===== config.mk =====
export PLATFORM = sky130hd
export DESIGN_NAME = wcalj_isqrt
export DESIGN_NICKNAME = d
export VERILOG_FILES = /design/src/sv/wcalj_isqrt.sv
export SDC_FILE = /design/constraint.sdc
export NUM_CORES = 2
export LEC_CHECK = 0
export BUFFER_PORTS_ARGS = -buffer_cell sky130_fd_sc_hd__buf_2
export CAP_MARGIN = 25
export CORE_MARGIN = 2
export CORE_UTILIZATION = 50
export DETAILED_ROUTE_END_ITERATION = 10
export GPL_ROUTABILITY_DRIVEN = 0
export PLACE_DENSITY = 0.72
export SYNTH_ARGS = -nofsm -noshare
export SYNTH_HDL_FRONTEND = slang
export SYNTH_MEMORY_MAX_BITS = 65536
export SYNTH_SLANG_ARGS = --single-unit

===== constraint.sdc =====
create_clock -name clk -period 5.02 [get_ports clk]
set_input_delay 1.506 -clock clk [delete_from_list [all_inputs] [get_ports clk]]
set_output_delay 1.506 -clock clk [all_outputs]
set_load 0.05 [all_outputs]

===== src/sv/wcalj_isqrt.sv =====
`timescale 1ns / 1ps

module wcalj_isqrt #(
	parameter int RW = 64,
	parameter int SW = 1
) (
	input  logic              clk,
	input  logic              arst_n,
	input  logic              en,
	input  logic              vld_in,
	input  logic [RW-1:0]     rad_in,
	input  logic [SW-1:0]     side_in,
	output logic              vld_out,
	output logic [RW/2-1:0]   root_out,
	output logic [SW-1:0]     side_out
);

	localparam int STEPS = RW / 2;

	logic          vld_s  [1:STEPS];
	logic [RW-1:0] v_s    [1:STEPS];
	logic [RW-1:0] r_s    [1:STEPS];
	logic [SW-1:0] side_s [1:STEPS];

	logic [RW-1:0] v_c    [STEPS];
	logic [RW-1:0] r_c    [STEPS];
	logic [SW-1:0] side_c [STEPS];
	logic [RW-1:0] nv_c   [STEPS];
	logic [RW-1:0] nr_c   [STEPS];

	for (genvar g = 0; g < STEPS; g++) begin : g_stage
		localparam logic [RW-1:0] BIT = RW'(1) << (RW - 2 - 2 * g);
		logic [RW-1:0] t;
		logic          take;

		if (g == 0) begin : g_head
			assign v_c[g]    = rad_in;
			assign r_c[g]    = '0;
			assign side_c[g] = side_in;
		end else begin : g_body
			assign v_c[g]    = v_s[g];
			assign r_c[g]    = r_s[g];
			assign side_c[g] = side_s[g];
		end

		assign t       = r_c[g] + BIT;
		assign take    = v_c[g] >= t;
		assign nv_c[g] = take ? v_c[g] - t : v_c[g];
		assign nr_c[g] = take ? (r_c[g] >> 1) + BIT : r_c[g] >> 1;
	end

	always_ff @(posedge clk or negedge arst_n) begin
		if (!arst_n) begin
			for (int i = 1; i <= STEPS; i++) begin
				vld_s[i] <= 1'b0;
			end
		end else if (en) begin
			vld_s[1] <= vld_in;
			for (int i = 2; i <= STEPS; i++) begin
				vld_s[i] <= vld_s[i-1];
			end
		end
	end

	always_ff @(posedge clk) begin
		if (en) begin
			for (int i = 0; i < STEPS; i++) begin
				v_s[i+1]    <= nv_c[i];
				r_s[i+1]    <= nr_c[i];
				side_s[i+1] <= side_c[i];
			end
		end
	end

	assign vld_out  = vld_s[STEPS];
	assign root_out = r_s[STEPS][RW/2-1:0];
	assign side_out = side_s[STEPS];

endmodule


* Word-level counts from Yosys, hierarchy flattened
Memories as Yosys holds them, arrays and structs flattened.
Cells that the tools add are included.
** Storage, ports and cells
- Register bits :: 32
- RAM bits :: 4128
- Input bits :: 69
- Output and inout port bits :: 34
- Logic and storage cells :: 227
- Memories :: 3
** Cells by class
- Add/subtract/negate cells :: 94
- $lt $le $gt $ge :: 32
- Muxes and demuxes :: 66
** Memories
- r_s :: depth 32, width 64, rd ports 32, clocked after Yosys merged registers in 0, wr ports 32, RTL line 22 : logic [RW-1:0] r_s [1:STEPS];
- v_s :: depth 32, width 64, rd ports 31, clocked after Yosys merged registers in 0, wr ports 32, RTL line 21 : logic [RW-1:0] v_s [1:STEPS];
- side_s :: depth 32, width 1, rd ports 32, clocked after Yosys merged registers in 0, wr ports 32, RTL line 23 : logic [SW-1:0] side_s [1:STEPS];
** Operators by type and width (count)
- 64-bit 2-to-1 mux :: 63
- 64-bit >= comparator :: 31
- 64-bit subtractor :: 31
- 63-bit by 1-bit adder with 64-bit output, second input constant :: 1
- 63-bit by 11-bit adder with 64-bit output, second input constant :: 1
- 63-bit by 13-bit adder with 64-bit output, second input constant :: 1
- 63-bit by 15-bit adder with 64-bit output, second input constant :: 1
- 63-bit by 17-bit adder with 64-bit output, second input constant :: 1
- 63-bit by 19-bit adder with 64-bit output, second input constant :: 1
- 63-bit by 21-bit adder with 64-bit output, second input constant :: 1
- 63-bit by 23-bit adder with 64-bit output, second input constant :: 1
- 63-bit by 25-bit adder with 64-bit output, second input constant :: 1
- 63-bit by 27-bit adder with 64-bit output, second input constant :: 1
- 63-bit by 29-bit adder with 64-bit output, second input constant :: 1
- 63-bit by 3-bit adder with 64-bit output, second input constant :: 1
- 63-bit by 31-bit adder with 64-bit output, second input constant :: 1
- 63-bit by 33-bit adder with 64-bit output, second input constant :: 1
- 63-bit by 35-bit adder with 64-bit output, second input constant :: 1
- 63-bit by 37-bit adder with 64-bit output, second input constant :: 1
- 63-bit by 39-bit adder with 64-bit output, second input constant :: 1
- 63-bit by 41-bit adder with 64-bit output, second input constant :: 1
- 63-bit by 43-bit adder with 64-bit output, second input constant :: 1
- 63-bit by 45-bit adder with 64-bit output, second input constant :: 1
- 63-bit by 47-bit adder with 64-bit output, second input constant :: 1
- other kinds (45) :: 46

* Logic depth before layout (Yosys ltp)
An unclocked memory read counts as a cell.
- Depth in word-level cells :: 4
- Depth in mapped cells :: 15
- Mapped depth without buffers :: 13

* Least setup slack after synthesis
No wires, ideal clock.
- Path type :: register -> register
- Start :: reg v_s[0][1842] (netlist name)
- End :: reg v_s[0][1909] (netlist name)
- Library setup time :: 0.271 ns
- Arrival :: 3.628 ns
- Data required time :: 4.749 ns
- Path slack :: 1.121 ns
- Cell stages (with the launch flop) :: 13
- Path buffers :: 1
- Clock period less this slack :: 3.899 ns
- Path through :: edfxtp_1 or4_1 or4_1 or3_1 or4_4 or4_1 and4bb_1 o2111a_1 buf_4 inv_4 o211ai_4 nor4_1 xor2_1

==> summary by stage <==
Detailed routing
In this run the remaining antenna-violating nets after routing total 0. The number of detailed-route iterations in the first pass is 8. Across all layers, the routed design uses 79.5k vias. The average detailed-routed wire length per instance is 22.1 um.

The first routing iteration left 6710 violations. The total wire length after detailed routing is 296000 um. After detailed routing, the number of remaining DRC violations is 0. After detailed routing, the number of vias per cell comes to 5.94.

STA
Setup total negative slack on the finished layout was measured at 0 ps. The share of the clock period used by the worst path is 0.921. Setup violations remaining at the end of the flow were counted as 0. The setup slack after layout is 397 ps. The worst slew slack as a fraction of its limit is 0.297. The number of max-slew violations in the final report came to 0. Derived from the worst setup path, the maximum achievable clock frequency is 216 MHz. The tightest hold path in the finished design has a slack of 413 ps. The slew of the pin with the lowest slew margin is 1050 ps.

The smallest clock period supported by the final layout is computed as 4620 ps. The maximum clock skew at final layout is 65.8 ps. Setup repair after global routing left no endpoint under its margin. The final number of hold-violating endpoints is 0.

Power and ir drop
Summed over all nets, the switching power comes to 18300 uW. The internal power summed over all cells is 43900 uW. The worst-case IR drop observed on VDD is 0.341 mV.

The switching fraction of total power is 0.294. The share of total power dissipated in the clock network is 0.308. For this design the ratio of total power to cell area is 458 nW/um^2. The share of total power dissipated in combinational logic is 0.215. Summed over all cells, the static leakage comes to 0.0509 uW. The share of total power dissipated in sequential elements is 0.477.

Die
In this run the count of I/O pins placed on the die edge is 103. The starting utilization of the core area is 0.503. The placement row count is 181. From left edge to right edge, the die measures 498 um. The y dimension of the die is 498 um. The total die area is 248000 sq um. The placeable core area is 243000 sq um.

Logic synthesis
The number of distinct library cell variants in the gate-level netlist after synthesis is 85. The share of synthesized flip-flops with an asynchronous set or reset is 0.0124. The synthesized design contains 2576 register bits.

The count of flip-flops with a built-in enable after synthesis is 2544. The net count after synthesis is 10.3k. The synthesis warning total is 0.

The sequential area share after synthesis is 0.632. The average cell area after synthesis is 12.6 sq um. The dominant synthesized flop cell is sky130_fd_sc_hd__edfxtp_1. The synthesized netlist occupies a cell area of 122000 sq um. Counting every instance in the synthesized netlist gives 9703.

Cells and area
The number of cells in the finished layout apart from fillers is 13.4k. The layout overhead on the synthesized area is 11.1%. The layout cell share with drive strength beyond 1 is 0.0754.

At the end of the flow the core is filled with cells to 0.558. For this run, the post-layout net count is 10.6k.

Clock tree
TritonCTS built the clock tree. The clock passes through at most 4 buffers. CTS saw 2576 sinks.

The buffers inserted during post-CTS setup optimization is 0. In this run, CTS created clock tree buffers numbering 276. The number of hold buffers added after cts is 0.

The clock network latency to the later pin of the worst-skew pair is 950 ps. In this run, post-CTS repair resized a total of 0 instances. The number of H-tree levels is 5. The clock root buffer is sky130_fd_sc_hd__clkbuf_16. The CTS clock-pin slew for the worst setup and hold paths is 60 ps.

Setup path
The number of buffers and inverters on the critical path is 0. The worst flop-to-flop path endpoint is v_s[0][2038]. In this run the register-to-register setup slack is 400 ps. The sort of element at the start of the critical path is a flip-flop. The count of cells along the worst register-to-register path is 11. The first element of the critical path is v_s[0][1931]. On the worst path, the slowest cell contributes a delay of 780 ps. Data on the critical path arrives at its endpoint at 5200 ps. The family of cells with the greatest summed delay on the critical path is simple AND/OR/NAND/NOR gates. For this design, the slowest cell found on the critical path is sky130_fd_sc_hd__nor4_1. The critical path goes through ha_1 > nand3_1 > or2_2 > nor4_1 > a211o_1 > o21ba_2 > o211ai_1 > nor2b_1 > nand3_1 > nor4_1 > xor2_1. The largest fanout on the critical path is 8. At the worst endpoint, the required time is 5600 ps.

The launch instance of the worst register-to-register path is v_s[0][1931]. STA classifies the critical path endpoint as a flip-flop. The critical path is of the reg2reg type.

Global routing
The via count of the first global-routing pass was 79.1k. The initial antenna violation count is 11. The largest net degree at the start of global routing is 134. The total overflow left after global routing is 0. The wire length of the first global-routing pass is 452000 um. In the global route stage, overall resource usage came out at 0.234.

Place
Counting tap cells, the placed design contains a total of 12.9k instances. The detailed placer's ending HPWL is 220000 um. Input and output buffers added on the ports amount to 102. The worst setup slack before clock tree synthesis is 631 ps.

Worst hold path
The endpoint with the worst hold slack is v_s[0][476]. In this run the worst hold path is classified as reg2reg. The worst hold path passes through 0 cells. The startpoint of the most critical hold path is v_s[0][412].

Job
Max-cap violations in this run came to 0.

Outcome
The flow ran to the end, and the final reports show no timing, DRC or antenna violations.
[worst register-to-register path, stage by stage, from the launching register on]
cell	delay, ps
sky130_fd_sc_hd__edfxtp_1	390
sky130_fd_sc_hd__ha_1	400
sky130_fd_sc_hd__nand3_1	170
sky130_fd_sc_hd__or2_2	380
sky130_fd_sc_hd__nor4_1	780
sky130_fd_sc_hd__a211o_1	250
sky130_fd_sc_hd__o21ba_2	160
sky130_fd_sc_hd__o211ai_1	280
sky130_fd_sc_hd__nor2b_1	460
sky130_fd_sc_hd__nand3_1	160
sky130_fd_sc_hd__nor4_1	680
sky130_fd_sc_hd__xor2_1	170
[kinds of logic after synthesis]
family,Yosys count,synth area share
simple gates,2810,0.117
flops,2576,0.632
compound gates,1892,0.0951
buf+inv,907,0.0281
xor+xnor,862,0.0618
fa+ha+maj,558,0.0571
mux,98,0.00894
[metrics by stage]
| step | area, sq um | total power [uW] |
|---|---|---|
| floorplan | 122000 | 38400 |
| global placement | 127000 | 42500 |
| detailed placement | 127000 | 43000 |
| CTS | 136000 | 62100 |
| global route | 136000 | 64700 |
| finish | 136000 | 62200 |
[worst max-delay path by stage]
stage / to / cells past startpoint
6_report: v_s[0][2038] / 11
5_1_grt: v_s[0][2040] / 11
4_1_cts: v_s[0][2040] / 11
3_5_place_dp: v_s[0][2040] / 11
3_3_place_gp: v_s[0][1917] / 11
2_1_floorplan: v_s[0][1909] / 12
[per-layer routing]
metal	vias up	global-route usage	part of all wire
met4	12	0.166	0.081
met5	-	0	0.00028
li1	36906	-	-
met3	995	0.0320	0.049
met2	3202	0.438	0.53
met1	38418	0.237	0.34
[power by group through the flow]
| stage | Combinational (uW) | Clock, uW | Sequential, uW |
|---|---|---|---|
| after floorplan | 9430 | 0 | 29000 |
| after global placement | 12600 | 0 | 29900 |
| after detailed placement | 13000 | 0 | 30000 |
| after CTS | 13100 | 19400 | 29600 |
| after global routing | 14600 | 20300 | 29900 |
| final | 13300 | 19200 | 29700 |
[synth_stat cells, drive strengths merged (11+ instances only)]
cell	number	share of area
inv	699	0.021
or3	91	0.0047
nor4b	45	0.0032
nor3	271	0.011
edfxtp	2544	0.62
nand2b	106	0.0054
nand3	170	0.0070
nand4b	26	0.0019
o211ai	37	0.0024
buf	16	0.00071
and2	19	0.00097
o21bai	40	0.0025
a211oi	36	0.0022
clkbuf	192	0.0059
a21oi	594	0.024
nor4	332	0.017
xnor2	443	0.032
a2111oi	14	0.0010
a211o	16	0.0011
a31o	11	0.00079
o31ai	62	0.0038
o41ai	16	0.0011
and3	37	0.0019
a221oi	13	0.00093
nand4	162	0.0083
mux2	89	0.0082
or2	45	0.0023
nand2	607	0.019
o2111ai	12	0.00086
or4	74	0.0046
xor2	419	0.030
nand3b	22	0.0014
a21o	253	0.016
o21a	99	0.0061
nor2b	92	0.0047
a31oi	41	0.0021
ha	558	0.057
a21boi	31	0.0019
o21ai	524	0.021
and4	19	0.0014
nor2	653	0.020
dfrtp	32	0.0066
[registers in the layout (all words and copies together) (netlist names)]
register and flops:
vld_s 31, vld_out 1, side_s 32, v_s 1984, r_s 528
[cell type report]
type / count / area, sq um
Fill cell: 19025 / 107000
Sequential cell: 2576 / 77200
Multi-Input combinational cell: 6220 / 41700
Clock buffer: 337 / 7250
Tap cell: 3202 / 4010
Inverter: 699 / 2630
Timing Repair Buffer: 235 / 1840
Clock inverter: 120 / 1080
Antenna cell: 6 / 15.0
[cells in the final DEF (no fill, tap or decap), types with 281 or more instances in the layout]
cell type | netlist | final
sky130_fd_sc_hd__a21oi_1 | 594 | 593
sky130_fd_sc_hd__clkbuf_16 | 0 | 281
sky130_fd_sc_hd__edfxtp_1 | 2544 | 2544
sky130_fd_sc_hd__ha_1 | 558 | 558
sky130_fd_sc_hd__inv_1 | 697 | 697
sky130_fd_sc_hd__nand2_1 | 607 | 607
sky130_fd_sc_hd__nor2_1 | 653 | 652
sky130_fd_sc_hd__nor4_1 | 332 | 329
sky130_fd_sc_hd__o21ai_0 | 511 | 510
sky130_fd_sc_hd__xnor2_1 | 443 | 443
sky130_fd_sc_hd__xor2_1 | 419 | 419
(Power assumes the default switching activity.)
